### src/hdl/afd_pkg.sv
// ----------------------------------------------------------------------------
// afd_pkg: shared types and constants of the API frame deframer.
// Holds the frame constants, command and error codes, and the word formats
// passed between the front parser, the command queue and the back end.
// ----------------------------------------------------------------------------
package afd_pkg;

  // Frame delimiter and frame type codes.
  localparam logic [7:0] DELIM             = 8'h7E;
  localparam logic [7:0] TYPE_RX_PACKET    = 8'h90;
  localparam logic [7:0] TYPE_MODEM_STATUS = 8'h8A;
  localparam logic [7:0] TYPE_TX_STATUS    = 8'h8B;

  // Checksum target and highest good delivery status.
  localparam logic [7:0] SUM_OK         = 8'hFF;
  localparam logic [7:0] DELIVERY_LIMIT = 8'h75;

  // Minimum frame lengths of the known frame types.
  localparam logic [15:0] LEN_RX_MIN     = 16'd12;
  localparam logic [15:0] LEN_MODEM_MIN  = 16'd2;
  localparam logic [15:0] LEN_TX_MIN     = 16'd7;

  // Body index as carried in a command, saturated at IDX_MAX.
  localparam int          IDX_W            = 4;
  localparam logic [IDX_W-1:0] IDX_MAX     = 4'd15;
  localparam logic [IDX_W-1:0] IDX_TYPE    = 4'd0;
  localparam logic [IDX_W-1:0] IDX_PAYLOAD = 4'd12;

  // Command codes from the front parser to the back end.
  localparam logic [1:0] OP_BODY   = 2'd0;
  localparam logic [1:0] OP_CHECK  = 2'd1;
  localparam logic [1:0] OP_BADLEN = 2'd2;

  // Record kinds.
  localparam logic KIND_PAYLOAD = 1'b0;
  localparam logic KIND_SUMMARY = 1'b1;

  // Error codes of a summary record.
  localparam logic [2:0] ERR_OK       = 3'd0;
  localparam logic [2:0] ERR_CHECKSUM = 3'd1;
  localparam logic [2:0] ERR_ID       = 3'd2;
  localparam logic [2:0] ERR_DELIVERY = 3'd3;
  localparam logic [2:0] ERR_UNKNOWN  = 3'd4;
  localparam logic [2:0] ERR_LENGTH   = 3'd5;

  // One classified byte.
  typedef struct packed {
    logic [1:0]       op;
    logic [7:0]       data;
    logic [IDX_W-1:0] idx;
    logic             short_rx;
    logic             short_modem;
    logic             short_tx;
  } cmd_t;

  // One result word.
  typedef struct packed {
    logic        record_kind;
    logic [7:0]  type_code;
    logic [7:0]  payload_byte;
    logic [63:0] source_address;
    logic [15:0] network_address;
    logic [7:0]  rx_options;
    logic [7:0]  status_byte;
    logic [7:0]  retries;
    logic [7:0]  discovery;
    logic [7:0]  reported_id;
    logic [2:0]  error_code;
  } rec_t;

endpackage

### src/hdl/api_frame_deframer_rx_core.sv
// ----------------------------------------------------------------------------
// api_frame_deframer_rx_core: receive deframer for 0x7E-delimited API frames.
// Input side: push rx_byte while full is low, one word per cycle at most.
// Output side: a word waits on the result ports while empty is low and is
// taken with pop. Receive-packet frames give one payload word per payload
// byte; every frame ends with one summary word carrying error_code.
// Configuration: cfg_wr_en writes cfg_wr_data as the expected frame id of
// transmit-status frames; write it only while the block is idle.
// Throughput is one byte per cycle while full is low. A byte that causes
// a word is written into the command queue at the edge that accepts it; the
// back end loads the word into its output register once that register frees.
// When the receiver stalls, the output register holds its word, the back end
// stops, the command queue fills and full rises after CMD_DEPTH more bytes
// that cause commands. Reset (rst, synchronous) empties the queue and the
// output, returns the parser to hunting for the delimiter and sets the
// expected frame id to 1.
// ----------------------------------------------------------------------------
module api_frame_deframer_rx_core #(
  parameter int MAX_LENGTH = 255,
  parameter int CMD_DEPTH  = 2
) (
  input  logic        clk,
  input  logic        rst,
  input  logic        cfg_wr_en,
  input  logic [7:0]  cfg_wr_data,
  input  logic        push,
  output logic        full,
  input  logic [7:0]  rx_byte,
  output logic        empty,
  input  logic        pop,
  output logic        record_kind,
  output logic [7:0]  type_code,
  output logic [7:0]  payload_byte,
  output logic [63:0] source_address,
  output logic [15:0] network_address,
  output logic [7:0]  rx_options,
  output logic [7:0]  status_byte,
  output logic [7:0]  retries,
  output logic [7:0]  discovery,
  output logic [7:0]  reported_id,
  output logic [2:0]  error_code
);

  logic          in_take;
  logic          front_valid;
  afd_pkg::cmd_t front_cmd;
  afd_pkg::cmd_t queue_cmd;
  logic          queue_empty;
  logic          back_ready;
  logic          out_valid;
  afd_pkg::rec_t out_rec;

  assign in_take = push && !full;

  // Front parser.
  afd_front #(
    .MAX_LENGTH(MAX_LENGTH)
  ) u_front (
    .clk      (clk),
    .rst      (rst),
    .in_valid (in_take),
    .in_byte  (rx_byte),
    .cmd_valid(front_valid),
    .cmd      (front_cmd)
  );

  // Command queue.
  afd_cmd_fifo #(
    .DEPTH(CMD_DEPTH)
  ) u_queue (
    .clk    (clk),
    .rst    (rst),
    .wr_en  (front_valid),
    .wr_data(front_cmd),
    .rd_en  (back_ready),
    .rd_data(queue_cmd),
    .full   (full),
    .empty  (queue_empty)
  );

  // Back end.
  afd_back u_back (
    .clk        (clk),
    .rst        (rst),
    .cfg_wr_en  (cfg_wr_en),
    .cfg_wr_data(cfg_wr_data),
    .cmd_valid  (!queue_empty),
    .cmd        (queue_cmd),
    .cmd_ready  (back_ready),
    .out_valid  (out_valid),
    .out_rec    (out_rec),
    .out_pop    (pop)
  );

  // Result ports.
  assign empty           = !out_valid;
  assign record_kind     = out_rec.record_kind;
  assign type_code       = out_rec.type_code;
  assign payload_byte    = out_rec.payload_byte;
  assign source_address  = out_rec.source_address;
  assign network_address = out_rec.network_address;
  assign rx_options      = out_rec.rx_options;
  assign status_byte     = out_rec.status_byte;
  assign retries         = out_rec.retries;
  assign discovery       = out_rec.discovery;
  assign reported_id     = out_rec.reported_id;
  assign error_code      = out_rec.error_code;

endmodule

### src/hdl/afd_front.sv
// ----------------------------------------------------------------------------
// afd_front: frame parser front end.
// Hunts for the delimiter, reads the length, flags a bad length and classifies every body and
// checksum byte into a command for the back end.
// ----------------------------------------------------------------------------
module afd_front #(
  parameter int MAX_LENGTH = 255
) (
  input  logic           clk,
  input  logic           rst,
  input  logic           in_valid,
  input  logic [7:0]     in_byte,
  output logic           cmd_valid,
  output afd_pkg::cmd_t  cmd
);

  localparam logic [2:0] PH_HUNT   = 3'd0;
  localparam logic [2:0] PH_LEN_HI = 3'd1;
  localparam logic [2:0] PH_LEN_LO = 3'd2;
  localparam logic [2:0] PH_BODY   = 3'd3;
  localparam logic [2:0] PH_CHECK  = 3'd4;

  localparam logic [15:0] MAX_LEN = 16'(MAX_LENGTH);

  logic [2:0]  phase;
  logic [2:0]  phase_next;
  logic [7:0]  len_hi;
  logic [15:0] frame_length;
  logic [15:0] frame_length_next;
  logic [15:0] body_index;
  logic [15:0] body_index_next;
  logic [15:0] index_inc;
  logic [15:0] len_word;

  assign len_word  = {len_hi, in_byte};
  assign index_inc = body_index + 16'd1;

  // Phase sequencing and command generation for the word on the input.
  always_comb begin
    phase_next        = phase;
    frame_length_next = frame_length;
    body_index_next   = body_index;
    cmd_valid         = 1'b0;
    cmd.op            = afd_pkg::OP_BODY;
    cmd.data          = in_byte;
    cmd.idx           = (body_index > 16'(afd_pkg::IDX_MAX)) ? afd_pkg::IDX_MAX
                                                             : body_index[afd_pkg::IDX_W-1:0];
    cmd.short_rx      = frame_length < afd_pkg::LEN_RX_MIN;
    cmd.short_modem   = frame_length < afd_pkg::LEN_MODEM_MIN;
    cmd.short_tx      = frame_length < afd_pkg::LEN_TX_MIN;
    if (in_valid) begin
      case (phase)
        PH_LEN_HI: begin
          phase_next = PH_LEN_LO;
        end
        PH_LEN_LO: begin
          frame_length_next = len_word;
          body_index_next   = 16'd0;
          if (len_word == 16'd0 || len_word > MAX_LEN) begin
            cmd_valid  = 1'b1;
            cmd.op     = afd_pkg::OP_BADLEN;
            phase_next = PH_HUNT;
          end else begin
            phase_next = PH_BODY;
          end
        end
        PH_BODY: begin
          cmd_valid       = 1'b1;
          cmd.op          = afd_pkg::OP_BODY;
          body_index_next = index_inc;
          if (index_inc >= frame_length) begin
            phase_next = PH_CHECK;
          end
        end
        PH_CHECK: begin
          cmd_valid  = 1'b1;
          cmd.op     = afd_pkg::OP_CHECK;
          phase_next = PH_HUNT;
        end
        default: begin
          if (in_byte == afd_pkg::DELIM) begin
            phase_next = PH_LEN_HI;
          end else begin
            phase_next = PH_HUNT;
          end
        end
      endcase
    end
  end

  // Phase, frame length and body index registers; reset clears them.
  always_ff @(posedge clk) begin
    if (rst) begin
      phase        <= PH_HUNT;
      frame_length <= 16'd0;
      body_index   <= 16'd0;
    end else begin
      phase        <= phase_next;
      frame_length <= frame_length_next;
      body_index   <= body_index_next;
    end
  end

  // High length byte is held until the low one arrives.
  always_ff @(posedge clk) begin
    if (in_valid && phase == PH_LEN_HI) begin
      len_hi <= in_byte;
    end
  end

endmodule

### src/hdl/afd_cmd_fifo.sv
// ----------------------------------------------------------------------------
// afd_cmd_fifo: short command queue between the front and the back end.
// Register based, first in first out, with full and empty flags.
// ----------------------------------------------------------------------------
module afd_cmd_fifo #(
  parameter int DEPTH = 2
) (
  input  logic           clk,
  input  logic           rst,
  input  logic           wr_en,
  input  afd_pkg::cmd_t  wr_data,
  input  logic           rd_en,
  output afd_pkg::cmd_t  rd_data,
  output logic           full,
  output logic           empty
);

  localparam int PTR_W = (DEPTH > 1) ? $clog2(DEPTH) : 1;
  localparam int CNT_W = $clog2(DEPTH + 1);
  localparam logic [PTR_W-1:0] PTR_LAST = PTR_W'(DEPTH - 1);
  localparam logic [CNT_W-1:0] CNT_FULL = CNT_W'(DEPTH);

  afd_pkg::cmd_t    slots [DEPTH];
  logic [PTR_W-1:0] wr_ptr;
  logic [PTR_W-1:0] rd_ptr;
  logic [CNT_W-1:0] count;
  logic             do_wr;
  logic             do_rd;

  assign full    = (count == CNT_FULL);
  assign empty   = (count == '0);
  assign do_wr   = wr_en && !full;
  assign do_rd   = rd_en && !empty;
  assign rd_data = slots[rd_ptr];

  // Pointers and fill count.
  always_ff @(posedge clk) begin
    if (rst) begin
      wr_ptr <= '0;
      rd_ptr <= '0;
      count  <= '0;
    end else begin
      if (do_wr) begin
        wr_ptr <= (wr_ptr == PTR_LAST) ? '0 : wr_ptr + PTR_W'(1);
      end
      if (do_rd) begin
        rd_ptr <= (rd_ptr == PTR_LAST) ? '0 : rd_ptr + PTR_W'(1);
      end
      if (do_wr && !do_rd) begin
        count <= count + CNT_W'(1);
      end else if (do_rd && !do_wr) begin
        count <= count - CNT_W'(1);
      end
    end
  end

  // Slot storage.
  always_ff @(posedge clk) begin
    if (do_wr) begin
      slots[wr_ptr] <= wr_data;
    end
  end

endmodule

### src/hdl/afd_back.sv
// ----------------------------------------------------------------------------
// afd_back: frame back end.
// Executes commands from the queue: gathers the header fields of each frame,
// keeps the running sum and builds payload and summary words in the output
// register.
// ----------------------------------------------------------------------------
module afd_back (
  input  logic           clk,
  input  logic           rst,
  input  logic           cfg_wr_en,
  input  logic [7:0]     cfg_wr_data,
  input  logic           cmd_valid,
  input  afd_pkg::cmd_t  cmd,
  output logic           cmd_ready,
  output logic           out_valid,
  output afd_pkg::rec_t  out_rec,
  input  logic           out_pop
);

  logic [7:0]  expected_id;
  logic [7:0]  cur_type;
  logic [7:0]  running_sum;
  logic [63:0] held_source;
  logic [15:0] held_network;
  logic [7:0]  held_options;
  logic [7:0]  held_status;
  logic [7:0]  held_retries;
  logic [7:0]  held_discovery;
  logic [7:0]  held_id;

  logic          take;
  logic [7:0]    sum_next;
  logic          is_rx;
  logic          is_modem;
  logic          is_tx;
  logic          too_short;
  logic [2:0]    frame_err;
  logic          emit;
  afd_pkg::rec_t rec_next;

  assign is_rx    = (cur_type == afd_pkg::TYPE_RX_PACKET);
  assign is_modem = (cur_type == afd_pkg::TYPE_MODEM_STATUS);
  assign is_tx    = (cur_type == afd_pkg::TYPE_TX_STATUS);
  assign sum_next = running_sum + cmd.data;

  // The output register frees when it is empty or is being taken.
  assign cmd_ready = !out_valid || out_pop;
  assign take      = cmd_valid && cmd_ready;

  // Frame error with checksum first, then length, type, id and delivery.
  assign too_short = (is_rx && cmd.short_rx) || (is_modem && cmd.short_modem) ||
                     (is_tx && cmd.short_tx);
  always_comb begin
    if (sum_next != afd_pkg::SUM_OK) begin
      frame_err = afd_pkg::ERR_CHECKSUM;
    end else if (too_short) begin
      frame_err = afd_pkg::ERR_LENGTH;
    end else if (!is_rx && !is_modem && !is_tx) begin
      frame_err = afd_pkg::ERR_UNKNOWN;
    end else if (is_tx && held_id != expected_id) begin
      frame_err = afd_pkg::ERR_ID;
    end else if (is_tx && held_status > afd_pkg::DELIVERY_LIMIT) begin
      frame_err = afd_pkg::ERR_DELIVERY;
    end else begin
      frame_err = afd_pkg::ERR_OK;
    end
  end

  // Build the outgoing word; fields not belonging to the frame type are zero.
  always_comb begin
    rec_next              = '0;
    emit                  = 1'b0;
    rec_next.type_code    = cur_type;
    if (is_rx) begin
      rec_next.source_address  = held_source;
      rec_next.network_address = held_network;
      rec_next.rx_options      = held_options;
    end else if (is_modem) begin
      rec_next.status_byte = held_status;
    end else if (is_tx) begin
      rec_next.network_address = held_network;
      rec_next.status_byte     = held_status;
      rec_next.retries         = held_retries;
      rec_next.discovery       = held_discovery;
      rec_next.reported_id     = held_id;
    end
    case (cmd.op)
      afd_pkg::OP_BODY: begin
        rec_next.record_kind  = afd_pkg::KIND_PAYLOAD;
        rec_next.payload_byte = cmd.data;
        emit = is_rx && (cmd.idx >= afd_pkg::IDX_PAYLOAD);
      end
      afd_pkg::OP_CHECK: begin
        rec_next.record_kind = afd_pkg::KIND_SUMMARY;
        rec_next.error_code  = frame_err;
        emit = 1'b1;
      end
      afd_pkg::OP_BADLEN: begin
        rec_next             = '0;
        rec_next.record_kind = afd_pkg::KIND_SUMMARY;
        rec_next.error_code  = afd_pkg::ERR_LENGTH;
        emit = 1'b1;
      end
      default: begin
        emit = 1'b0;
      end
    endcase
  end

  // Configuration register.
  always_ff @(posedge clk) begin
    if (rst) begin
      expected_id <= 8'd1;
    end else if (cfg_wr_en) begin
      expected_id <= cfg_wr_data;
    end
  end

  // Output register: loads a new word or empties when the word is taken.
  always_ff @(posedge clk) begin
    if (rst) begin
      out_valid <= 1'b0;
    end else if (take && emit) begin
      out_valid <= 1'b1;
    end else if (out_pop) begin
      out_valid <= 1'b0;
    end
  end

  always_ff @(posedge clk) begin
    if (take && emit) begin
      out_rec <= rec_next;
    end
  end

  // Frame type and running sum; the type byte opens a new frame.
  always_ff @(posedge clk) begin
    if (rst) begin
      cur_type    <= 8'd0;
      running_sum <= 8'd0;
    end else if (take && cmd.op == afd_pkg::OP_BODY) begin
      if (cmd.idx == afd_pkg::IDX_TYPE) begin
        cur_type    <= cmd.data;
        running_sum <= cmd.data;
      end else begin
        running_sum <= sum_next;
      end
    end
  end

  // Header field capture by frame type and byte position.
  always_ff @(posedge clk) begin
    if (take && cmd.op == afd_pkg::OP_BODY) begin
      if (cmd.idx == afd_pkg::IDX_TYPE) begin
        held_source    <= 64'd0;
        held_network   <= 16'd0;
        held_options   <= 8'd0;
        held_status    <= 8'd0;
        held_retries   <= 8'd0;
        held_discovery <= 8'd0;
        held_id        <= 8'd0;
      end else if (is_rx) begin
        if (cmd.idx <= 4'd8) begin
          held_source <= {held_source[55:0], cmd.data};
        end else if (cmd.idx <= 4'd10) begin
          held_network <= {held_network[7:0], cmd.data};
        end else if (cmd.idx == 4'd11) begin
          held_options <= cmd.data;
        end
      end else if (is_modem) begin
        if (cmd.idx == 4'd1) begin
          held_status <= cmd.data;
        end
      end else if (is_tx) begin
        case (cmd.idx)
          4'd1:       held_id        <= cmd.data;
          4'd2, 4'd3: held_network   <= {held_network[7:0], cmd.data};
          4'd4:       held_retries   <= cmd.data;
          4'd5:       held_status    <= cmd.data;
          4'd6:       held_discovery <= cmd.data;
          default:    held_id        <= held_id;
        endcase
      end
    end
  end

`ifndef SYNTHESIS
  // A waiting word that is not taken is still there on the next cycle.
  a_hold: assert property (@(posedge clk) disable iff (rst)
    out_valid && !out_pop |=> out_valid)
    else $error("afd_back: waiting word lost");

  // Payload words come only from receive-packet frames.
  a_payload_type: assert property (@(posedge clk) disable iff (rst)
    out_valid && out_rec.record_kind == afd_pkg::KIND_PAYLOAD |->
      out_rec.type_code == afd_pkg::TYPE_RX_PACKET)
    else $error("afd_back: payload word outside a receive packet");

  // Payload words never carry an error.
  a_payload_err: assert property (@(posedge clk) disable iff (rst)
    out_valid && out_rec.record_kind == afd_pkg::KIND_PAYLOAD |->
      out_rec.error_code == afd_pkg::ERR_OK)
    else $error("afd_back: payload word with error code");

  // No command is taken while a waiting word blocks the output register.
  a_no_overrun: assert property (@(posedge clk) disable iff (rst)
    out_valid && !out_pop |-> !take)
    else $error("afd_back: command taken over a waiting word");
`endif

endmodule

### config.mk
export PLATFORM = sky130hd
export DESIGN_NAME = api_frame_deframer_rx_core
export DESIGN_NICKNAME = d
export VERILOG_FILES = /design/src/hdl/afd_pkg.sv /design/src/hdl/api_frame_deframer_rx_core.sv /design/src/hdl/afd_front.sv /design/src/hdl/afd_cmd_fifo.sv /design/src/hdl/afd_back.sv
export SDC_FILE = /design/constraint.sdc
export NUM_CORES = 1
export LEC_CHECK = 0
export BUFFER_PORTS_ARGS = -buffer_cell sky130_fd_sc_hd__buf_2
export CAP_MARGIN = 20
export CORE_MARGIN = 2
export CORE_UTILIZATION = 40
export CTS_CLUSTER_DIAMETER = 30
export DETAILED_ROUTE_END_ITERATION = 10
export GPL_TIMING_DRIVEN = 1
export PLACE_DENSITY = 0.64
export SYNTH_ARGS = -nofsm -noshare
export SYNTH_HDL_FRONTEND = slang
export SYNTH_SLANG_ARGS = --single-unit
### constraint.sdc
create_clock -name clk -period 7.2 [get_ports clk]
set_clock_uncertainty 0.1 [all_clocks]
set_input_delay 0.36 -clock clk [delete_from_list [all_inputs] [get_ports clk]]
set_output_delay 0.36 -clock clk [all_outputs]
set_load 0.02 [all_outputs]
==> results of run 1 <==
## cell usage after synthesis (all sizes together), types with 2 or more instances
cell    number  area [µm²]
nand3b       2        15.0
o21ai       29         149
mux2i       21         223
a31oi        4        25.0
inv         40         150
mux2         2        22.5
or4          2        15.0
o211ai       4        30.0
a21o        10        76.3
ha          29         363
and4b        2        20.0
and3        26         163
and2       147         920
a22oi        6        45.0
nand3       14        70.1
a21oi       53         273
o32ai        3        26.3
nor4b        2        38.8
buf         10        66.3
dfxtp       65        1300
or3          6        37.5
nor2b       25         156
clkbuf      39         146
or2          6        37.5
a21boi       2        15.0
edfxtp     302        9070
nor4        12        75.1
xnor2       22         193
nor3        16        85.1
nand2       50         188
xor2        10        87.6
o21a         2        15.0
nor2        85         342
o31ai        4        30.0
a211o        2        17.5
nand2b       5        31.3
a32o         2        20.0
nand4       10        62.6
a211oi      18         140
## cells by family (layout without fill, tap and decap cells)
kind of cell	Yosys count	count (layout)
flops	367	367
simple gates	412	412
buf+inv	90	372
xor+xnor	32	32
compound gates	149	149
fa+ha+maj	30	30
mux	23	23
## final cells by class
type / instances / area [µm²]
clock inverters: 57 / 664
multi-input cells: 646 / 4170
clock buffers: 82 / 1930
flip-flops and latches: 367 / 10400
inverters: 41 / 159
repair buffers: 192 / 1090
well taps: 468 / 586
fillers: 3070 / 17600
## final timing paths
kind | cells after the start | to | startpoint | slack (ns)
worst max-delay path | 9 | u_back.out_rec[69] | register | 3.16
worst min register to register | 2 | u_back.running_sum[0] | u_back.running_sum[0] | 0.37
worst min-delay path | 3 | u_back.out_valid | pop | 0.09
worst max register to register | 9 | u_back.out_rec[69] | register | 3.16
## registers in the layout (all words and copies together) (netlist names), named ones only
signal,count
u_front.phase,3
u_back.held_network,16
u_back.running_sum,8
u_back.held_id,8
u_back.held_status,8
u_queue.count,2
u_back.out_valid,1
u_back.expected_id,8
u_queue.rd_ptr,1
u_queue.wr_ptr,1
u_front.len_hi,8
u_front.body_index,16
u_queue.slots,34
u_back.held_discovery,8
u_back.held_retries,8
u_back.held_source,64
u_back.cur_type,8
u_back.out_rec,140
u_front.frame_length,16
u_back.held_options,8
## critical path, stage by stage, from the launching register on
cell and delay, ns:
dfxtp_1 0.30, buf_4 0.33, mux2i_1 0.34, ha_1 0.23, clkinv_1 0.26, nor3_1 0.26
a21oi_1 0.09, or3_1 0.43, inv_6 0.61, buf_4 0.56
## stage by stage
stage / worst slack, ns / cells / hold WS, ns / power [mW] / instance area [µm²]
floorplan: 0.0115 / 1103 / 0.336 / 3.42 / 14900
global placement: 3.26 / 1695 / 0.356 / 3.77 / 16200
detailed placement: 3.17 / 1695 / 0.361 / 3.78 / 16200
CTS: 3.15 / 1850 / 0.0769 / 7.25 / 18900
global route: 2.84 / 1853 / 0.109 / 7.45 / 19000
finish: 3.16 / 1853 / 0.0899 / 7.18 / 19000
## layer usage
layer  vias up  track usage  wire, µm
li1       4445            -         -
met4         0       0.0741       912
met5         -            0         0
met3        66       0.0385      1830
met1      4403        0.215     14100
met2       288        0.266     14900
## report_power, final
part	internal [mW]	total (mW)	switching, mW
clock	2.29	3.44	1.15
combinational	0.286	1.02	0.736
sequential	2.63	2.72	0.0860
total	5.21	7.18	1.97
==> impl_metrics.json, run 1 <==
{
  "synth_mux_area_frac": 0.0165,
  "max_slew.worst_pin.slew_ns": 0.978,
  "utilization": 0.518,
  "cts_sinks": 367,
  "hpwlAfterDp_um": 20400,
  "layout_common_cells": "edfxtp_1, buf_2, and2_1",
  "fmax_mhz": 248,
  "p_per_area_mw_per_mm2": 378,
  "antenna_found_initial": 0,
  "power.leakage_nw": 7.33,
  "ys.flop_type": "edfxtp_1",
  "slew_violations": 0,
  "std_cell_rows": 70,
  "ant_nets": 0,
  "drive_gt1_frac": 0.240,
  "vias_per_cell": 4.97,
  "grt_pass1_wl_um": 49600,
  "min_path_type": "in2reg",
  "max-slew-margin-rel": 0.345,
  "cts_resized": 0,
  "cts_setup_buffers": 0,
  "core-area_mm2": 0.0366,
  "rsz0062_at_grt": "false",
  "clock_latency_ns": 0.57,
  "maxCapViolCount": 0,
  "worstPathMaxFanout": 104,
  "synthAdderAreaFrac": 0.0257,
  "finalHoldViolations": 0,
  "yosys_warnings": 0,
  "min_period_ns": 4.04,
  "grt_pass1_vias": 9063,
  "seq_area_frac_synth": 0.697,
  "grt_usage": 0.166,
  "critical_path_class": "reg2reg",
  "cts_tree": "done",
  "chipWidth_um": 197,
  "dieArea_mm2": 0.0387,
  "die_h_um": 197,
  "ys_seq_elements": 367,
  "cts-hold-fix-buffers": 16,
  "vias": 9202,
  "grt_max_degree": 105,
  "synth-edff-count": 302,
  "cp.arrival_ns": 4.14,
  "fin_nets": 1374,
  "setup_viol": 0,
  "required_ns": 7.30,
  "status": "finished clean",
  "clk_pin_slew_worst_paths_ns": 0.04,
  "route.detailed.drc": 0,
  "endpoint_kind": "register",
  "synth_top_family_by_area": "simple AND/OR/NAND/NOR gates",
  "syn_inst": 1103,
  "root_buffer": "clkbuf_16",
  "ir_worst_vdd_v": 0.000194,
  "cts_buffers": 75,
  "drt_iter0_drc": 638,
  "start_kind": "register",
  "synth-compound-area-share": 0.0643,
  "start_util": 0.406,
  "antenna_cells": 0,
  "first_pass_iters": 7,
  "synth_cell_types": 66,
  "io_pins": 163,
  "area_growth_pct": 27.6,
  "routabilityCongestion": 0.852,
  "synth_simple_gate_area_share": 0.153,
  "grt-ovfl-total": 0,
  "synth_xor_area_frac": 0.0188,
  "port_buffers": 162,
  "tns_ns": 0,
  "synth.avg_cell_area_um2": 13.5,
  "synthesis.area_mm2": 0.0149,
  "final_common_cell": "edfxtp_1",
  "htree_levels": 3,
  "period_share": 0.561,
  "syn-num-nets": 1154,
  "cts_max_path_buffers": 3,
  "drt_wl_total_um": 31700,
  "postSynth.asyncResetShare": 0,
  "wl_per_cell_um": 17.1
}
Power figures use the tool's default switching activity.
==> inputs of run 2 (changes only) <==
clock period = 3.65 ns   (was 7.2 ns; I/O delays follow)
==> impl_metrics.json, run 2 (synthesis results as in run 1) <==
{
  "fmax_mhz": 321,
  "final_common_cell": "edfxtp_1",
  "root_buffer": "clkbuf_16",
  "final_cells": 1883,
  "start_util": 0.406,
  "antenna_found_initial": 0,
  "htree_levels": 3,
  "cts_buffers": 72,
  "swShare": 0.271,
  "min_period_ns": 3.12,
  "grt_usage": 0.167,
  "max_slew.worst_pin.slew_ns": 0.754,
  "drive_gt1_frac": 0.246,
  "dieArea_mm2": 0.0387,
  "cts_setup_buffers": 0,
  "drt_iter0_drc": 719,
  "io_pins": 163,
  "grt_pass1_vias": 9096,
  "power_mw": 14.0,
  "p_sw_mw": 3.79,
  "fillers": 3045,
  "core-area_mm2": 0.0366,
  "start_kind": "register",
  "setup_viol": 0,
  "utilization": 0.525,
  "finalHoldViolations": 0,
  "endpoint_kind": "register",
  "route.detailed.drc": 0,
  "cts_max_path_buffers": 3,
  "grt_max_degree": 73,
  "required_ns": 3.79,
  "clock_latency_ns": 0.57,
  "largest_reg_flops": 140,
  "ir_worst_vdd_v": 0.000364,
  "seqPwrFrac": 0.384,
  "cp_slowest_cell": "dfxtp_2",
  "place_ws_ns": 0.524,
  "p_per_area_mw_per_mm2": 729,
  "status": "finished clean",
  "critical_path_class": "reg2reg",
  "critPathMaxStageDelay_ns": 0.62,
  "p_int_mw": 10.2,
  "std_cell_rows": 70,
  "clk_pin_slew_worst_paths_ns": 0.04,
  "cp.arrival_ns": 3.26,
  "vias_per_cell": 4.92,
  "period_share": 0.855,
  "routabilityCongestion": 0.827,
  "top_register": "u_back.out_rec",
  "fin_nets": 1407,
  "critPathBufInv": 3,
  "ant_nets": 0,
  "grt-ovfl-total": 0,
  "grt_pass1_wl_um": 49800,
  "power.leakage_nw": 7.45,
  "maxCapViolCount": 0,
  "p_comb_frac": 0.154,
  "cts_sinks": 367,
  "max-slew-margin-rel": 0.497,
  "cts_tree": "done",
  "first_pass_iters": 5,
  "port_buffers": 162,
  "clock_power_share": 0.462,
  "vias": 9273,
  "drt_wl_total_um": 31900,
  "critPathTopFamily": "buffers and inverters",
  "area_growth_pct": 29.2,
  "worstPathMaxFanout": 22,
  "layout_common_cells": "edfxtp_1, buf_2, and2_1",
  "worst_slack_ns": 0.531,
  "die_h_um": 197,
  "tns_ns": 0,
  "min_path_type": "in2reg",
  "chipWidth_um": 197,
  "antenna_cells": 0,
  "path_cells": "mux2i_4 > ha_4 > clkinv_4 > nor3_1 > a21oi_2 > or3_4 > clkinvlp_4 > buf_4",
  "slew_violations": 0,
  "rsz0062_at_grt": "false",
  "dp.cells": 1722,
  "hpwlAfterDp_um": 21000,
  "wl_per_cell_um": 16.9,
  "reg.largest.list": "u_back.out_rec x140, u_back.held_source x64, u_queue.slots x34"
}
run 2: changes by cell type in the layout (fill, tap and decap cells not counted), moves of 4 or more:
cell	previous run	this run
dlygate4sd3_1	16	27
clkinv_8	5	1
clkinvlp_4	11	7
clkinv_4	8	3
buf_4	11	34
clkbuf_1	4	10
buf_12	0	4
run 2: through the flow:
step	hold slack (ns)	instance area (µm²)
floorplan	0.181	15000
global placement	0.315	16500
detailed placement	0.330	16500
CTS	0.308	19200
global route	0.335	19200
finish	0.334	19200
run 2: worst paths after layout:
kind                                       startpoint                    end  slack, ns  cells past startpoint
worst max-delay path                         register     u_back.out_rec[12]       0.53                      8
worst min-delay path                       rx_byte[5]      u_front.len_hi[5]       0.33                      2
worst min register to register  u_back.running_sum[0]  u_back.running_sum[0]       0.37                      2
worst max register to register               register     u_back.out_rec[12]       0.53                      8
run 2: what timing repair did:
action                                  4_1_cts  5_1_grt
gates resized for setup                       0        0
endpoints found under the setup margin        0        0
hold buffers                                 27        0
endpoints found under the hold margin        49        0
run 2: area by class of cell:
cell class                 count  area (µm²)  share of cell area
sequential                   367       10400               0.540
multi-input combinational    646        4230               0.220
clock buffer                  89        1970               0.102
timing repair buffer         228        1430              0.0743
tap                          468         586              0.0305
clock inverter                44         474              0.0247
inverter                      41         163             0.00846
run 2: layer usage:
metal  vias to the layer above  GRT usage  part of all wire
li1                       4513          -                 -
met1                      4456      0.218              0.45
met2                       236      0.267              0.47
met3                        68     0.0371             0.046
met4                         0     0.0766             0.032
met5                         -          0                 0
run 2: power by group through the flow:
stage / combinational (mW) / clock (mW) / sequential [mW]
after floorplan: 0.858 / 0 / 5.93
after global placement: 2.14 / 0 / 5.46
after detailed placement: 2.15 / 0 / 5.47
after CTS: 2.19 / 6.59 / 5.40
after global routing: 2.33 / 6.79 / 5.42
final: 2.16 / 6.46 / 5.38
run 2: worst reg2reg max path, cell delays in order (launching register included):
cell and delay (ns):
dfxtp_2 0.62, mux2i_4 0.37, ha_4 0.19, clkinv_4 0.10
nor3_1 0.27, a21oi_2 0.08, or3_4 0.41, clkinvlp_4 0.29
buf_4 0.36
==> inputs of run 3 (changes only) <==
CORE_MARGIN = 3   (was 2)
==> impl_metrics.json, run 3 (synthesis results as in run 1) <==
{
  "power.leakage_nw": 7.53,
  "place_ws_ns": 0.586,
  "vias_per_cell": 5.01,
  "whs_ns": 0.0236,
  "area_growth_pct": 30.1,
  "max-slew-margin-rel": 0.407,
  "p_sw_mw": 3.90,
  "endpoint_kind": "register",
  "hpwlAfterDp_um": 22100,
  "finalHoldViolations": 0,
  "drt_wl_total_um": 33000,
  "root_buffer": "clkbuf_16",
  "route.detailed.drc": 0,
  "multi_input_area_mm2": 0.00423,
  "final_common_cell": "edfxtp_1",
  "cts-hold-fix-buffers": 25,
  "top_register": "u_back.out_rec",
  "fillers": 2985,
  "antenna_found_initial": 0,
  "path_cells": "mux2i_1 > inv_1 > ha_1 > and3b_1 > a31oi_1 > o21ai_0 > a311oi_1 > nand3b_1 > o31ai_1",
  "grt-ovfl-total": 0,
  "reg.largest.list": "u_back.out_rec x140, u_back.held_source x64, u_queue.slots x34",
  "drt_iter0_drc": 645,
  "status": "finished clean",
  "cts_sinks": 367,
  "die_h_um": 199,
  "design_area_mm2": 0.0193,
  "critical_path_class": "reg2reg",
  "fmax_mhz": 323,
  "clk_pin_slew_worst_paths_ns": 0.05,
  "core-area_mm2": 0.0361,
  "cts_resized": 0,
  "routabilityCongestion": 0.926,
  "clock_latency_ns": 0.58,
  "io_pins": 163,
  "cts_setup_buffers": 0,
  "start_kind": "register",
  "wl_per_cell_um": 17.6,
  "power_mw": 14.4,
  "drive_gt1_frac": 0.256,
  "start_util": 0.412,
  "clock_power_share": 0.474,
  "worstPathMaxFanout": 10,
  "rsz0062_at_grt": "false",
  "final_cells": 1880,
  "utilization": 0.536,
  "largest_reg_flops": 140,
  "regArea_mm2": 0.0104,
  "post_dp_cell_area_mm2": 0.0165,
  "min_period_ns": 3.09,
  "first_pass_iters": 5,
  "vias": 9410,
  "period_share": 0.848,
  "layout_common_cells": "edfxtp_1, buf_2, and2_1",
  "seqPwrFrac": 0.373,
  "p_per_area_mw_per_mm2": 743,
  "cts_buffers": 74,
  "ir_worst_vdd_v": 0.000432,
  "setup_viol": 0,
  "slew_violations": 0,
  "max_slew.worst_pin.slew_ns": 0.889,
  "cts_max_path_buffers": 3,
  "ant_nets": 0,
  "swShare": 0.271,
  "p_comb_frac": 0.152,
  "cts_tree": "done",
  "tns_ns": 0,
  "grt_max_degree": 72,
  "dieArea_mm2": 0.0395,
  "p_int_mw": 10.5,
  "port_buffers": 162,
  "worst_slack_ns": 0.556,
  "maxCapViolCount": 0,
  "htree_levels": 3,
  "cp_slowest_cell": "mux2i_1",
  "grt_pass1_wl_um": 51900,
  "dp.cells": 1716,
  "min_path_type": "in2reg",
  "fin_nets": 1408,
  "grt_pass1_vias": 9556,
  "chipWidth_um": 199,
  "grt_usage": 0.169,
  "antenna_cells": 0,
  "critPathMaxStageDelay_ns": 0.58,
  "required_ns": 3.87,
  "std_cell_rows": 69,
  "cp.arrival_ns": 3.32
}
-- run 3: layer usage --
metal / track usage / part of all wire / up-vias
met1: 0.221 / 0.44 / 4533
met5: 0 / 0 / -
li1: - / - / 4541
met3: 0.0374 / 0.053 / 66
met4: 0.0648 / 0.026 / 0
met2: 0.277 / 0.48 / 270
-- run 3: worst max-delay path, delay by kind of cell, from the launching register on --
family	cells	cell delay, ns
AO/OA/AOI/OAI	4	0.68
multiplexers	1	0.58
flip-flops	1	0.56
AND/OR/NAND/NOR	2	0.44
adder cells (fa/ha/maj)	1	0.38
buffers and inverters	1	0.10
-- run 3: worst paths after layout --
check,startpoint,endpoint,slack [ns],cells after the start
hold / removal,pop,u_back.out_valid,0.02,3
setup reg to reg,register,u_back.out_rec[2],0.56,9
setup / recovery,register,u_back.out_rec[2],0.56,9
hold reg to reg,u_back.running_sum[2],u_back.running_sum[2],0.37,2
-- run 3: final cells by class --
class                           instances  area share
Timing Repair Buffer                  227      0.0731
Inverter                               41     0.00841
Clock buffer                           81       0.100
Tap cell                              461      0.0298
Sequential cell                       367       0.536
Clock inverter                         57      0.0336
Multi-Input combinational cell        646       0.219
-- run 3: power by group through the flow --
stage / Sequential (mW) / Combinational [mW] / Clock, mW
6_report: 5.37 / 2.19 / 6.82
5_1_grt: 5.41 / 2.37 / 7.18
4_1_cts: 5.38 / 2.22 / 6.94
3_5_place_dp: 5.45 / 2.18 / 0
3_3_place_gp: 5.45 / 2.17 / 0
2_1_floorplan: 5.93 / 0.858 / 0
